**src/assert_macros.svh**
```systemverilog
// assertion helpers used by the lane module
`ifndef ASSERT_MACROS_SVH
`define ASSERT_MACROS_SVH

// property checked at every rising clock edge outside reset
`define ASSERT_PROP(label, prop, msg) \
   label: assert property (@(posedge clock) disable iff (reset) prop) \
      else $error(msg);

// consequent must hold in the cycle after the antecedent
`define ASSERT_NEXT(label, ante, cons, msg) \
   `ASSERT_PROP(label, (ante) |=> (cons), msg)

// consequent must hold in the same cycle as the antecedent
`define ASSERT_SAME(label, ante, cons, msg) \
   `ASSERT_PROP(label, (ante) |-> (cons), msg)

`endif

```
**src/bpc_pkg.sv**
```systemverilog
package bpc_pkg;

   // field widths
   localparam int TIME_W  = 32;
   localparam int THR_W   = 16;
   localparam int PIN_W   = 4;
   localparam int IDX_W   = 3;
   localparam int MASK_W  = 4;
   localparam int CSR_DW  = 32;
   localparam int CSR_AW  = 4;

   // register reset values
   localparam logic [THR_W-1:0] DEBOUNCE_RST       = 16'd50;
   localparam logic [THR_W-1:0] LONG_HOLD_RST      = 16'd600;
   localparam logic [THR_W-1:0] VERY_LONG_HOLD_RST = 16'd3000;

   typedef enum logic [0:0] {
      CMD_SAMPLE = 1'b0,
      CMD_READ   = 1'b1
   } cmd_type;

   typedef enum logic [1:0] {
      REG_DEBOUNCE       = 2'd0,
      REG_LONG_HOLD      = 2'd1,
      REG_VERY_LONG_HOLD = 2'd2
   } reg_idx_type;

   // per-button control from the top level
   typedef struct packed {
      logic              sample;
      logic              clear;
      logic              down;
      logic [TIME_W-1:0] now_ms;
      logic [THR_W-1:0]  debounce_ms;
      logic [THR_W-1:0]  long_hold_ms;
      logic [THR_W-1:0]  very_long_hold_ms;
   } lane_ctl_type;

   // per-button status back to the top level
   typedef struct packed {
      logic held;
      logic held_next;
      logic short_pending;
      logic long_pending;
      logic very_long_pending;
   } lane_stat_type;

endpackage

```
**src/bpc_if.sv**
```systemverilog
// request word channel
interface bpc_req_if;
   logic                         valid;
   logic                         ready;
   logic                         cmd;
   logic [bpc_pkg::TIME_W-1:0]   now_ms;
   logic [bpc_pkg::PIN_W-1:0]    pin_low_mask;
   logic [bpc_pkg::IDX_W-1:0]    button_index;

   modport source (output valid, cmd, now_ms, pin_low_mask, button_index, input ready);
   modport sink (input valid, cmd, now_ms, pin_low_mask, button_index, output ready);
endinterface

// response word channel
interface bpc_rsp_if;
   logic                         valid;
   logic                         ready;
   logic                         short_press;
   logic                         long_press;
   logic                         very_long_press;
   logic                         is_held;
   logic [bpc_pkg::MASK_W-1:0]   held_mask;

   modport source (output valid, short_press, long_press, very_long_press, is_held,
                   held_mask, input ready);
   modport sink (input valid, short_press, long_press, very_long_press, is_held,
                 held_mask, output ready);
endinterface

```
**src/bpc_lane.sv**
```systemverilog
`include "assert_macros.svh"

module bpc_lane (
   input  logic                  clock,
   input  logic                  reset,
   input  bpc_pkg::lane_ctl_type ctl,
   output bpc_pkg::lane_stat_type stat
);

   logic                        held_ff, held_in;
   logic                        long_fired_ff, long_fired_in;
   logic                        vlong_fired_ff, vlong_fired_in;
   logic                        short_ff, short_in;
   logic                        long_ff, long_in;
   logic                        vlong_ff, vlong_in;
   logic [bpc_pkg::TIME_W-1:0]  press_time_ff, press_time_in;
   logic [bpc_pkg::TIME_W-1:0]  release_time_ff, release_time_in;

   logic [bpc_pkg::TIME_W-1:0]  since_rel;
   logic [bpc_pkg::TIME_W-1:0]  since_press;
   logic [bpc_pkg::TIME_W-1:0]  dur;
   logic                        press_ok;
   logic                        rel_ok;
   logic                        lf_mid;
   logic                        vf_mid;

   // elapsed times, wrapping
   assign since_rel   = ctl.now_ms - release_time_ff;
   assign since_press = ctl.now_ms - press_time_ff;

   // debounced edges
   assign press_ok = ctl.down && !held_ff &&
                     (since_rel >= bpc_pkg::TIME_W'(ctl.debounce_ms));
   assign rel_ok   = !ctl.down && held_ff &&
                     (since_press >= bpc_pkg::TIME_W'(ctl.debounce_ms));

   // fired flags after edge handling, hold time from the new press time
   assign lf_mid = press_ok ? 1'b0 : long_fired_ff;
   assign vf_mid = press_ok ? 1'b0 : vlong_fired_ff;
   assign dur    = press_ok ? '0 : since_press;

   // next state
   always_comb begin
      held_in         = held_ff;
      long_fired_in   = long_fired_ff;
      vlong_fired_in  = vlong_fired_ff;
      short_in        = short_ff;
      long_in         = long_ff;
      vlong_in        = vlong_ff;
      press_time_in   = press_time_ff;
      release_time_in = release_time_ff;
      if (ctl.sample) begin
         long_fired_in  = lf_mid;
         vlong_fired_in = vf_mid;
         if (press_ok) begin
            held_in       = 1'b1;
            press_time_in = ctl.now_ms;
         end else if (rel_ok) begin
            held_in         = 1'b0;
            release_time_in = ctl.now_ms;
            if (!long_fired_ff && !vlong_fired_ff) begin
               short_in = 1'b1;
            end
         end
         if (held_in) begin
            if (!lf_mid && (dur >= bpc_pkg::TIME_W'(ctl.long_hold_ms))) begin
               long_fired_in = 1'b1;
               long_in       = 1'b1;
            end
            if (!vf_mid && (dur >= bpc_pkg::TIME_W'(ctl.very_long_hold_ms))) begin
               vlong_fired_in = 1'b1;
               vlong_in       = 1'b1;
            end
         end
      end else if (ctl.clear) begin
         short_in = 1'b0;
         long_in  = 1'b0;
         vlong_in = 1'b0;
      end
   end

   // state registers
   always_ff @(posedge clock) begin
      if (reset) begin
         held_ff         <= 1'b0;
         long_fired_ff   <= 1'b0;
         vlong_fired_ff  <= 1'b0;
         short_ff        <= 1'b0;
         long_ff         <= 1'b0;
         vlong_ff        <= 1'b0;
         press_time_ff   <= '0;
         release_time_ff <= '0;
      end else begin
         held_ff         <= held_in;
         long_fired_ff   <= long_fired_in;
         vlong_fired_ff  <= vlong_fired_in;
         short_ff        <= short_in;
         long_ff         <= long_in;
         vlong_ff        <= vlong_in;
         press_time_ff   <= press_time_in;
         release_time_ff <= release_time_in;
      end
   end

   // status, flags as they stand before this word
   assign stat.held              = held_ff;
   assign stat.held_next         = held_in;
   assign stat.short_pending     = short_ff;
   assign stat.long_pending      = long_ff;
   assign stat.very_long_pending = vlong_ff;

   `ASSERT_NEXT(a_clear_flags, ctl.clear && !ctl.sample, !short_ff && !long_ff && !vlong_ff, "read did not clear flags")
   `ASSERT_NEXT(a_press_time, ctl.sample && press_ok, held_ff && (press_time_ff == $past(ctl.now_ms)), "press not recorded")
   `ASSERT_SAME(a_short_on_release, $rose(short_ff), !held_ff, "short flag set while held")

endmodule

```
**src/button_press_classifier.sv**
```systemverilog
// path: a request word is held in the request stage, then its response in the response register
// throughput: one word per cycle while rsp accepts; per-button lanes update in one pass each cycle
// the response register decouples the sides, so stalls on rsp only hold the request stage
// reset: synchronous, all buttons released, flags and timestamps cleared,
// registers back to debounce 50, long hold 600, very long hold 3000
module button_press_classifier #(
   parameter int NUM_BUTTONS = 4
) (
   input  logic                          clock,
   input  logic                          reset,
   bpc_req_if.sink                       req_if,
   bpc_rsp_if.source                     rsp_if,
   input  logic                          csr_psel,
   input  logic                          csr_penable,
   input  logic                          csr_pwrite,
   input  logic [bpc_pkg::CSR_AW-1:0]    csr_paddr,
   input  logic [bpc_pkg::CSR_DW-1:0]    csr_pwdata,
   output logic [bpc_pkg::CSR_DW-1:0]    csr_prdata,
   output logic                          csr_pready
);

   localparam int LANE_W = (NUM_BUTTONS > bpc_pkg::MASK_W) ? NUM_BUTTONS : bpc_pkg::MASK_W;

   // configuration registers
   logic [bpc_pkg::THR_W-1:0] debounce_ff, debounce_in;
   logic [bpc_pkg::THR_W-1:0] long_hold_ff, long_hold_in;
   logic [bpc_pkg::THR_W-1:0] vlong_hold_ff, vlong_hold_in;
   logic                      csr_wr;

   // request stage
   logic                         stage_valid_ff, stage_valid_in;
   bpc_pkg::cmd_type             stage_cmd_ff;
   logic [bpc_pkg::TIME_W-1:0]   stage_now_ff;
   logic [bpc_pkg::PIN_W-1:0]    stage_pins_ff;
   logic [bpc_pkg::IDX_W-1:0]    stage_idx_ff;
   logic                         req_take;
   logic                         advance;

   // response register
   logic                         rsp_valid_ff, rsp_valid_in;
   logic                         rsp_short_ff, rsp_long_ff, rsp_vlong_ff, rsp_held_ff;
   logic [bpc_pkg::MASK_W-1:0]   rsp_mask_ff;

   // lane signals
   bpc_pkg::lane_ctl_type        lane_ctl  [NUM_BUTTONS];
   bpc_pkg::lane_stat_type       lane_stat [NUM_BUTTONS];
   logic [LANE_W-1:0]            sel_vec;
   logic [LANE_W-1:0]            held_next_vec;
   logic [LANE_W-1:0]            short_vec, long_vec, vlong_vec, held_vec;

   // apb write decode
   assign csr_pready = 1'b1;
   assign csr_wr     = csr_psel && csr_penable && csr_pwrite && csr_pready;

   always_comb begin
      debounce_in   = debounce_ff;
      long_hold_in  = long_hold_ff;
      vlong_hold_in = vlong_hold_ff;
      if (csr_wr) begin
         case (bpc_pkg::reg_idx_type'(csr_paddr[3:2]))
            bpc_pkg::REG_DEBOUNCE: begin
               debounce_in = csr_pwdata[bpc_pkg::THR_W-1:0];
            end
            bpc_pkg::REG_LONG_HOLD: begin
               long_hold_in = csr_pwdata[bpc_pkg::THR_W-1:0];
            end
            bpc_pkg::REG_VERY_LONG_HOLD: begin
               vlong_hold_in = csr_pwdata[bpc_pkg::THR_W-1:0];
            end
            default: begin
            end
         endcase
      end
   end

   // apb read mux
   always_comb begin
      case (bpc_pkg::reg_idx_type'(csr_paddr[3:2]))
         bpc_pkg::REG_DEBOUNCE:       csr_prdata = bpc_pkg::CSR_DW'(debounce_ff);
         bpc_pkg::REG_LONG_HOLD:      csr_prdata = bpc_pkg::CSR_DW'(long_hold_ff);
         bpc_pkg::REG_VERY_LONG_HOLD: csr_prdata = bpc_pkg::CSR_DW'(vlong_hold_ff);
         default:                     csr_prdata = '0;
      endcase
   end

   always_ff @(posedge clock) begin
      if (reset) begin
         debounce_ff   <= bpc_pkg::DEBOUNCE_RST;
         long_hold_ff  <= bpc_pkg::LONG_HOLD_RST;
         vlong_hold_ff <= bpc_pkg::VERY_LONG_HOLD_RST;
      end else begin
         debounce_ff   <= debounce_in;
         long_hold_ff  <= long_hold_in;
         vlong_hold_ff <= vlong_hold_in;
      end
   end

   // handshake: stage moves on when the response register is free or drains
   assign advance      = stage_valid_ff && (!rsp_valid_ff || rsp_if.ready);
   assign req_if.ready = !stage_valid_ff || advance;
   assign req_take     = req_if.valid && req_if.ready;

   always_comb begin
      stage_valid_in = stage_valid_ff;
      if (req_take) begin
         stage_valid_in = 1'b1;
      end else if (advance) begin
         stage_valid_in = 1'b0;
      end
   end

   always_comb begin
      rsp_valid_in = rsp_valid_ff;
      if (advance) begin
         rsp_valid_in = 1'b1;
      end else if (rsp_if.ready) begin
         rsp_valid_in = 1'b0;
      end
   end

   always_ff @(posedge clock) begin
      if (reset) begin
         stage_valid_ff <= 1'b0;
         rsp_valid_ff   <= 1'b0;
      end else begin
         stage_valid_ff <= stage_valid_in;
         rsp_valid_ff   <= rsp_valid_in;
      end
   end

   // request payload
   always_ff @(posedge clock) begin
      if (req_take) begin
         stage_cmd_ff  <= bpc_pkg::cmd_type'(req_if.cmd);
         stage_now_ff  <= req_if.now_ms;
         stage_pins_ff <= req_if.pin_low_mask;
         stage_idx_ff  <= req_if.button_index;
      end
   end

   // one lane per button
   for (genvar k = 0; k < LANE_W; k++) begin : g_lane
      if (k < NUM_BUTTONS) begin : g_used
         logic down;
         if (k < bpc_pkg::PIN_W) begin : g_pin
            assign down = stage_pins_ff[k];
         end else begin : g_nopin
            assign down = 1'b0;
         end

         assign sel_vec[k] = (stage_cmd_ff == bpc_pkg::CMD_READ) &&
                             ({2'b00, stage_idx_ff} == 5'(k));

         assign lane_ctl[k].sample = advance && (stage_cmd_ff == bpc_pkg::CMD_SAMPLE);
         assign lane_ctl[k].clear  = advance && sel_vec[k];
         assign lane_ctl[k].down   = down;
         assign lane_ctl[k].now_ms = stage_now_ff;
         assign lane_ctl[k].debounce_ms       = debounce_ff;
         assign lane_ctl[k].long_hold_ms      = long_hold_ff;
         assign lane_ctl[k].very_long_hold_ms = vlong_hold_ff;

         bpc_lane u_lane (
            .clock (clock),
            .reset (reset),
            .ctl   (lane_ctl[k]),
            .stat  (lane_stat[k])
         );

         assign held_next_vec[k] = lane_stat[k].held_next;
         assign short_vec[k]     = lane_stat[k].short_pending;
         assign long_vec[k]      = lane_stat[k].long_pending;
         assign vlong_vec[k]     = lane_stat[k].very_long_pending;
         assign held_vec[k]      = lane_stat[k].held;
      end else begin : g_pad
         assign sel_vec[k]       = 1'b0;
         assign held_next_vec[k] = 1'b0;
         assign short_vec[k]     = 1'b0;
         assign long_vec[k]      = 1'b0;
         assign vlong_vec[k]     = 1'b0;
         assign held_vec[k]      = 1'b0;
      end
   end

   // response payload: chosen button before clearing, mask after the word
   always_ff @(posedge clock) begin
      if (advance) begin
         rsp_short_ff <= |(sel_vec & short_vec);
         rsp_long_ff  <= |(sel_vec & long_vec);
         rsp_vlong_ff <= |(sel_vec & vlong_vec);
         rsp_held_ff  <= |(sel_vec & held_vec);
         rsp_mask_ff  <= held_next_vec[bpc_pkg::MASK_W-1:0];
      end
   end

   assign rsp_if.valid           = rsp_valid_ff;
   assign rsp_if.short_press     = rsp_short_ff;
   assign rsp_if.long_press      = rsp_long_ff;
   assign rsp_if.very_long_press = rsp_vlong_ff;
   assign rsp_if.is_held         = rsp_held_ff;
   assign rsp_if.held_mask       = rsp_mask_ff;

endmodule
```
**src/flat_wrapper.sv**
```systemverilog
// flat-port wrapper written by rule: the top's interface ports become plain ports
module button_press_classifier_flat 
#(
   parameter int NUM_BUTTONS = 4
)
  (clock, reset, csr_psel, csr_penable, csr_pwrite, csr_paddr, csr_pwdata, csr_prdata, csr_pready, req_if_valid, req_if_cmd, req_if_now_ms, req_if_pin_low_mask, req_if_button_index, req_if_ready, rsp_if_valid, rsp_if_short_press, rsp_if_long_press, rsp_if_very_long_press, rsp_if_is_held, rsp_if_held_mask, rsp_if_ready);
  bpc_req_if req_if_i ();
  bpc_rsp_if rsp_if_i ();
  input  logic clock;
  input  logic reset;
  input  logic csr_psel;
  input  logic csr_penable;
  input  logic csr_pwrite;
  input  logic [bpc_pkg::CSR_AW-1:0] csr_paddr;
  input  logic [bpc_pkg::CSR_DW-1:0] csr_pwdata;
  output logic [bpc_pkg::CSR_DW-1:0] csr_prdata;
  output logic csr_pready;
  input wire logic [$bits(req_if_i.valid)-1:0] req_if_valid;
  input wire logic [$bits(req_if_i.cmd)-1:0] req_if_cmd;
  input wire logic [$bits(req_if_i.now_ms)-1:0] req_if_now_ms;
  input wire logic [$bits(req_if_i.pin_low_mask)-1:0] req_if_pin_low_mask;
  input wire logic [$bits(req_if_i.button_index)-1:0] req_if_button_index;
  output wire logic [$bits(req_if_i.ready)-1:0] req_if_ready;
  output wire logic [$bits(rsp_if_i.valid)-1:0] rsp_if_valid;
  output wire logic [$bits(rsp_if_i.short_press)-1:0] rsp_if_short_press;
  output wire logic [$bits(rsp_if_i.long_press)-1:0] rsp_if_long_press;
  output wire logic [$bits(rsp_if_i.very_long_press)-1:0] rsp_if_very_long_press;
  output wire logic [$bits(rsp_if_i.is_held)-1:0] rsp_if_is_held;
  output wire logic [$bits(rsp_if_i.held_mask)-1:0] rsp_if_held_mask;
  input wire logic [$bits(rsp_if_i.ready)-1:0] rsp_if_ready;
  assign req_if_i.valid = req_if_valid;
  assign req_if_i.cmd = req_if_cmd;
  assign req_if_i.now_ms = req_if_now_ms;
  assign req_if_i.pin_low_mask = req_if_pin_low_mask;
  assign req_if_i.button_index = req_if_button_index;
  assign req_if_ready = req_if_i.ready;
  assign rsp_if_valid = rsp_if_i.valid;
  assign rsp_if_short_press = rsp_if_i.short_press;
  assign rsp_if_long_press = rsp_if_i.long_press;
  assign rsp_if_very_long_press = rsp_if_i.very_long_press;
  assign rsp_if_is_held = rsp_if_i.is_held;
  assign rsp_if_held_mask = rsp_if_i.held_mask;
  assign rsp_if_i.ready = rsp_if_ready;
  button_press_classifier #(.NUM_BUTTONS(NUM_BUTTONS)) u_core (.clock(clock), .reset(reset), .req_if(req_if_i), .rsp_if(rsp_if_i), .csr_psel(csr_psel), .csr_penable(csr_penable), .csr_pwrite(csr_pwrite), .csr_paddr(csr_paddr), .csr_pwdata(csr_pwdata), .csr_prdata(csr_prdata), .csr_pready(csr_pready));
endmodule
```
**config.mk**
```make
export PLATFORM = sky130hd
export DESIGN_NAME = button_press_classifier_flat
export DESIGN_NICKNAME = d
export VERILOG_FILES = /design/src/bpc_pkg.sv /design/src/bpc_if.sv /design/src/bpc_lane.sv /design/src/button_press_classifier.sv /design/src/flat_wrapper.sv
export VERILOG_INCLUDE_DIRS = /design/src /design/src/src
export SDC_FILE = /design/constraint.sdc
export NUM_CORES = 2
export LEC_CHECK = 0
export BUFFER_PORTS_ARGS = -buffer_cell sky130_fd_sc_hd__buf_2
export CAP_MARGIN = 20
export CORE_MARGIN = 2
export CORE_UTILIZATION = 45
export DETAILED_ROUTE_END_ITERATION = 6
export GPL_ROUTABILITY_DRIVEN = 0
export SLEW_MARGIN = 15
export SYNTH_ARGS = -nofsm -noshare
export SYNTH_HDL_FRONTEND = slang
export SYNTH_SLANG_ARGS = --single-unit
```
**constraint.sdc**
```tcl
create_clock -name clock -period 8.7 [get_ports clock]
set_clock_uncertainty 0.1 [all_clocks]
set_input_delay 1.305 -clock clock [delete_from_list [all_inputs] [get_ports clock]]
set_output_delay 1.305 -clock clock [all_outputs]
set_load 0.1 [all_outputs]
```
Yosys cells after proc, flatten, opt, wreduce, memory -nomap -nowiden

Index checks and enable logic that the tools add are counted.

Flip-flop bits (word level): 378
Bits in latches: 0
Memory bits (writable): 0
Bits in read-only memories: 0
Input port bits: 83
Memories kept: 0

$add $sub $neg: 8
$mul: 0
Div/mod/pow operators: 0
Order comparisons: 16
Equal/unequal tests: 29
Shifts and indexed selects: 0
Mux-type cells: 93
Bitwise logic cells: 9
Reductions and logical operators: 104

Operators with widths:

| kind                                                 | number |
|---|---|
| greater-or-equal comparator 32 x 16 -> 1 bit         | 16 |
| subtractor 32 bit                                    | 8 |
| 2-to-1 mux 32 bit                                    | 4 |
| 2-to-1 mux 1 bit                                     | 88 |
| case mux 16 bit (3 select lines)                     | 1 |
| logical AND 1 bit                                    | 41 |
| != test 2 bit (second input constant)                | 19 |
| AND reduction 3 bit                                  | 12 |
| zero test 1 bit                                      | 26 |
| AND 4 bit                                            | 4 |
| AND reduction 4 bit                                  | 4 |
| OR reduction 4 bit                                   | 4 |
| AND reduction 2 bit                                  | 7 |
| nonzero test 2 bit                                   | 6 |
| != test 2 x 1 -> 1 bit (second input constant)       | 5 |
| equality test 3 x 2 -> 1 bit (second input constant) | 2 |
| inverter 1 bit                                       | 5 |
| equality test 3 x 1 -> 1 bit (second input constant) | 1 |
| zero test 3 bit                                      | 1 |
| equality test 2 x 1 -> 1 bit (second input constant) | 1 |
| equality test 2 bit (second input constant)          | 1 |
| zero test 2 bit                                      | 1 |
| logical OR 1 bit                                     | 2 |

Longest topological paths before layout

Word-level depth: 9
Gate-level depth with buffers: 37

Cells and area by module

A second synthesis with hierarchy kept.

Cell total of the unflattened synthesis: 4966
Area, all modules: 38570.7 sq um

Modules (own cells, without submodules):

| module                                        | times used | cells an instance | area each (sq um) |
|---|---|---|---|
| bpc_lane (u_core.g_lane[0].g_used.u_lane ...) | 2          | 1149              | 8588.2 |
| bpc_lane (u_core.g_lane[1].g_used.u_lane)     | 1          | 1147              | 8663.3 |
| bpc_lane (u_core.g_lane[3].g_used.u_lane)     | 1          | 1182              | 8612.0 |
| button_press_classifier                       | 1          | 339               | 4119.0 |

Worst setup path after synthesis

Ideal clock, no wire load.

Path type: reg2reg
Start: register u_core.stage_now_ff[1] (netlist name)
End: register u_core.g_lane[2].g_used.u_lane.vlong_fired_ff
Setup time: 129 ps
Arrival time: 6694 ps
Data required time: 8471 ps
Slack: 1777 ps
Cell stages (with the launch flop): 35
Buffers on the path: 3
Cells stage by stage: edfxtp_1 -> clkbuf_1 -> inv_1 -> fa_1 -> nand2b_1 -> a21o_1 -> a31o_2 -> o21a_2 -> xnor2_1 -> ha_1 -> nor2b_1 -> o21ai_0 -> o2111a_1 -> o21ai_0 -> nor4b_1 -> nand4b_1 -> or4_1 -> or2_1 -> and2_0 -> clkbuf_1 -> clkbuf_1 -> nor2b_1 -> ha_1 -> a21o_1 -> a21oi_1 -> nor2b_1 -> o21ai_0 -> nand2b_1 -> a21oi_1 -> nor2_1 -> a211oi_1 -> a41o_1 -> o22ai_1 -> a31oi_1 -> o32ai_1

Cells in the longest elaborated chain, start to end: 8
Elaborated cells between the ends (all ways): 16
Classes of those cells: add/sub: 2; order compare: 3; mux: 7; reduce/logical: 4

RTL lines:

| element                                                                         | RTL line                       | source |
|---|---|---|
| start: declaration                                                              | button_press_classifier.sv:33  | `logic [bpc_pkg::TIME_W-1:0] stage_now_ff;` |
| start signal: assignment                                                        | button_press_classifier.sv:135 | `stage_now_ff <= req_if.now_ms;` |
| subtractor 32 bit                                                               | bpc_lane.sv:28                 | `assign since_rel = ctl.now_ms - release_time_ff;` |
| greater-or-equal comparator 32 x 16 -> 1 bit                                    | bpc_lane.sv:33                 | `(since_rel >= bpc_pkg::TIME_W'(ctl.debounce_ms));` |
| logical AND 1 bit                                                               | bpc_lane.sv:32                 | `assign press_ok = ctl.down && !held_ff &&` |
| 2-to-1 mux 32 bit or 2-to-1 mux 1 bit (tied branches)                           | bpc_lane.sv:40, bpc_lane.sv:39 |  |
| greater-or-equal comparator 32 x 16 -> 1 bit or zero test 1 bit (tied branches) | bpc_lane.sv:70                 | `if (!vf_mid && (dur >= bpc_pkg::TIME_W'(ctl.very_long_hold_ms))) begin` |
| logical AND 1 bit                                                               | bpc_lane.sv:70                 |  |
| 2-to-1 mux 1 bit                                                                | bpc_lane.sv:70                 |  |
| 2-to-1 mux 1 bit *                                                              | bpc_lane.sv:65                 | `if (held_in) begin` |
| end signal: assignment                                                          | bpc_lane.sv:96                 | `vlong_fired_ff <= vlong_fired_in;` |
| end: declaration                                                                | bpc_lane.sv:12                 | `logic vlong_fired_ff, vlong_fired_in;` |

Every way passes the cells marked *; elsewhere a longest branch is shown, timed or not. The select of a mux whose other input is x is not followed.
A chain may end at the register's enable or synchronous reset.

Worst setup path after layout

Start: register u_core.stage_now_ff[0] (netlist name)
End: register u_core.g_lane[3].g_used.u_lane.long_ff

Cells in the longest elaborated chain, start to end: 8
Elaborated cells between the ends (all ways): 17
Classes of those cells: add/sub: 2; order compare: 3; eq/ne: 2; mux: 5; reduce/logical: 5

RTL lines:

| element                                                                | RTL line                       | source |
|---|---|---|
| subtractor 32 bit, on equally long branches                            | bpc_lane.sv:28, bpc_lane.sv:29 |  |
| greater-or-equal comparator 32 x 16 -> 1 bit, on equally long branches | bpc_lane.sv:33, bpc_lane.sv:35 |  |
| logical AND 1 bit, on equally long branches                            | bpc_lane.sv:32, bpc_lane.sv:34 |  |
| 2-to-1 mux 32 bit (tied with other cells)                              | bpc_lane.sv:40                 | `assign dur = press_ok ? '0 : since_press;` |
| greater-or-equal comparator 32 x 16 -> 1 bit (tied with other cells)   | bpc_lane.sv:66                 | `if (!lf_mid && (dur >= bpc_pkg::TIME_W'(ctl.long_hold_ms))) begin` |
| logical AND 1 bit or 2-to-1 mux 1 bit (tied branches)                  | bpc_lane.sv:66, bpc_lane.sv:52 |  |
| != test 2 bit (no line)                                                | n/a                            |  |
| AND reduction 3 bit (no line) *                                        | n/a                            |  |
| end signal: assignment                                                 | bpc_lane.sv:98                 | `long_ff <= long_in;` |
| end: declaration                                                       | bpc_lane.sv:14                 | `logic long_ff, long_in;` |

Marks and branches as above.

==> qor.txt <==
Final ANT Viol Nets: 0
CP most frequent cell: a21oi_1
vias in the first global route: 31027
Internal: 3.73 mW
Synth Cell Area: 35700 sq um
Die Span Y: 286 um
Slowest-stage cell, CP: edfxtp_1
fin. max-slew vios: 0
Final HPWL DP: 89.0 mm
Top Family by Delay on Critical Path: compound AO/OA/AOI/OAI gates
Synth Warn #: 0
Final WS setup: 0.734 ns
final instance count without filler cells: 5660
Post-Place Setup Slack: 0.812 ns
met1 Usage GRT: 0.366
Num CTS Buffers: 49
Comb pwr share: 0.282
CP Capture Type: flip-flop
Synth async-reset ratio: 0
CP bufs+invs: 2
register area share after synthesis: 0.225
WP data arrival: 8.33 ns
H-tree Lvls: 2
Post-CTS Setup Inserts: 0
crit path launch type: flip-flop
sequential cell area: 8050 sq um
initial DRC count: 2288
placed cells: 5567
final hold viol count: 0
WL/cell: 20.6 um
CTS tree: built
f_max: 126 MHz
Post-CTS Resized: 0
Crit Path Class: flip-flop to flip-flop
full die area: 81700 sq um
met2 global-route usage: 0.473
Peak VDD IR: 151 uV
Slew @ Worst Pin: 1.13 ns
num rows: 103
hold_buf cts: 0
gr busiest metal: met2
Hold Crit Class: flip-flop to flip-flop
CP peak stage delay: 0.66 ns
NetSw: 1.90 mW
layout cells sized above 1: 0.0660
core box area: 78700 sq um
Synth Register Bits: 378
total grt overflow: 0
max_cap viols: 0
setup TNS: 0 ns
CP Max Fanout: 22
Post-synth EDFFs: 48
crit path time final: 7.97 ns
Syn-to-layout area delta: 9.04%
Filler cells: 7825
Sw Ratio: 0.338
Starting Density: 0.454
unrepaired setup endpoints after global routing: false
Final setup violation count: 0
Tot GR Track Use: 0.278
WP data required: 9.07 ns
post-route DRC violation count: 0
overall power: 5.63 mW
clk_lat worst skew: 0.61 ns
vias: 33219
WL final: 117 mm
footprint of the multi-input gates: 25500 sq um
Tcrit/Tclk final: 0.916
largest net degree at the start of global routing: 97
Primary FF master, synth: dfxtp_1
leak pwr: 15.9 nW
Mean Syn Cell Area: 7.85 sq um
synth unique cells: 98
# IOs: 126
Mapped Cells: 4553
power per cell area: 145 nW/um^2
Slew HR: 0.236
IO buf count: 90
drt pass-1 iters: 6
clock sinks: 378
initial antenna violation count: 1
Worst-path clk slew: 0.06 ns
Net count, final: 5155
status: finished, final reports clean
clock network power share: 0.389
Root Driver: clkbuf_16
Chip Width: 286 um
vias per cell: 5.87
met3 Resource Use GR: 0.0250
Clock Path Buffers: 3
register share of total power: 0.329
first-pass GRT wire length: 179 mm
## flip-flops by register name (all words and copies together) (netlist names), 3 cells and up
signal / flops
u_core.g_lane.g_used.u_lane.press_time_ff: 128
u_core.g_lane.g_used.u_lane.release_time_ff: 128
u_core.stage_now_ff: 32
u_core.debounce_ff: 16
u_core.long_hold_ff: 16
u_core.vlong_hold_ff: 16
u_core.g_lane.g_used.u_lane.held_ff: 4
u_core.g_lane.g_used.u_lane.long_ff: 4
u_core.g_lane.g_used.u_lane.long_fired_ff: 4
u_core.g_lane.g_used.u_lane.short_ff: 4
u_core.g_lane.g_used.u_lane.vlong_ff: 4
u_core.g_lane.g_used.u_lane.vlong_fired_ff: 4
u_core.rsp_if.held_mask: 4
u_core.stage_pins_ff: 4
u_core.stage_idx_ff: 3
## kinds of logic (layout without fill, tap and decap cells)
group	count (synthesis)	in the layout	share of synthesized area
simple gates	1418	1418	0.190
compound gates	1234	1234	0.225
buf+inv	586	626	0.0648
fa+ha+maj	505	505	0.178
flops	378	378	0.225
mux	272	272	0.0779
xor+xnor	158	158	0.0387
other cells	2	19	0.000210
## layout by cell type, fill, tap and decap left out, types with 18 or more instances in the layout
cell type	n
clkbuf_16	51
a31oi_1	51
nand3_1	70
nor2_1	444
o21ai_0	213
buf_2	89
and3_1	28
buf_4	70
nand4_1	79
a21oi_1	378
o21a_1	60
a211oi_1	45
dfxtp_1	330
and4_1	21
nand2b_1	63
nand2_1	371
o2111ai_1	18
mux2i_1	259
edfxtp_1	48
or3_1	23
a21o_1	153
o31ai_1	26
nor4_1	24
xor2_1	55
ha_1	496
inv_1	375
nor3_1	76
o211ai_1	55
o21bai_1	32
nor2b_1	106
and2_1	42
xnor2_1	103
## per-stage QoR
| step | util | cell area (sq um) | hold WS, ns |
|---|---|---|---|
| floorplan | - | 35800 | 0.320 |
| global placement | 0.473 | 37200 | 0.335 |
| detailed placement | 0.473 | 37200 | 0.347 |
| CTS | 0.495 | 39000 | 0.354 |
| global route | 0.495 | 39000 | 0.371 |
| finish | 0.495 | 39000 | 0.354 |
## worst paths after layout
path,from,end,slack (ns),depth (start not counted)
worst max-delay path,u_core.stage_now_ff[0],u_core.g_lane[3].g_used.u_lane.long_ff,0.73,29
worst min register to register,u_core.g_lane[1].g_used.u_lane.press_time_ff[4],u_core.g_lane[1].g_used.u_lane.press_time_ff[4],0.35,2
worst max register to register,u_core.stage_now_ff[0],u_core.g_lane[3].g_used.u_lane.long_ff,0.73,29
worst min-delay path,u_core.g_lane[1].g_used.u_lane.press_time_ff[4],u_core.g_lane[1].g_used.u_lane.press_time_ff[4],0.35,2
## area by class of cell
cell class,count,share of cell area
diodes,2,0.000128
clock buffers,57,0.0341
clock inverters,34,0.0103
inverters,375,0.0361
multi-input cells,3604,0.654
flip-flops and latches,378,0.207
well taps,1050,0.0337
repair buffers,160,0.0253
## power groups by stage
stage	sequential, mW	clock (mW)	combinational [mW]
after floorplan	1.88	0	1.13
after global placement	1.89	0	1.54
after detailed placement	1.89	0	1.55
after CTS	1.85	2.24	1.56
after global routing	1.85	2.31	1.75
final	1.85	2.19	1.59
## synth_stat cells, types with 48 or more instances
| cell type | n | area share |
|---|---|---|
| o21ai_0 | 213 | 0.030 |
| nor2b_1 | 106 | 0.019 |
| a21oi_1 | 379 | 0.053 |
| o211ai_1 | 55 | 0.012 |
| nand2_1 | 371 | 0.039 |
| edfxtp_1 | 48 | 0.040 |
| a21o_1 | 153 | 0.032 |
| a31oi_1 | 51 | 0.0089 |
| ha_1 | 496 | 0.17 |
| nand4_1 | 79 | 0.014 |
| xnor2_1 | 103 | 0.025 |
| nand3_1 | 72 | 0.010 |
| inv_1 | 375 | 0.039 |
| o21a_1 | 60 | 0.013 |
| nor3_1 | 77 | 0.011 |
| clkbuf_1 | 159 | 0.017 |
| dfxtp_1 | 330 | 0.18 |
| nand2b_1 | 63 | 0.011 |
| nor2_1 | 444 | 0.047 |
| xor2_1 | 55 | 0.013 |
| mux2i_1 | 259 | 0.073 |
## worst reg2reg max path, delay by kind of cell (launching register included)
kind | cells | cell delay [ns]
compound gates | 17 | 3.80
xor+xnor | 1 | 0.14
fa+ha+maj | 4 | 1.16
buf+inv | 2 | 0.62
flops | 1 | 0.66
simple gates | 5 | 1.37
## layer usage
layer	wire [um]	up-vias
li1	-	16393
met1	52500	15714
met2	54000	923
met3	5610	189
met4	4590	0
met5	0	-
Note: power is estimated with default switching activity, not from simulation.
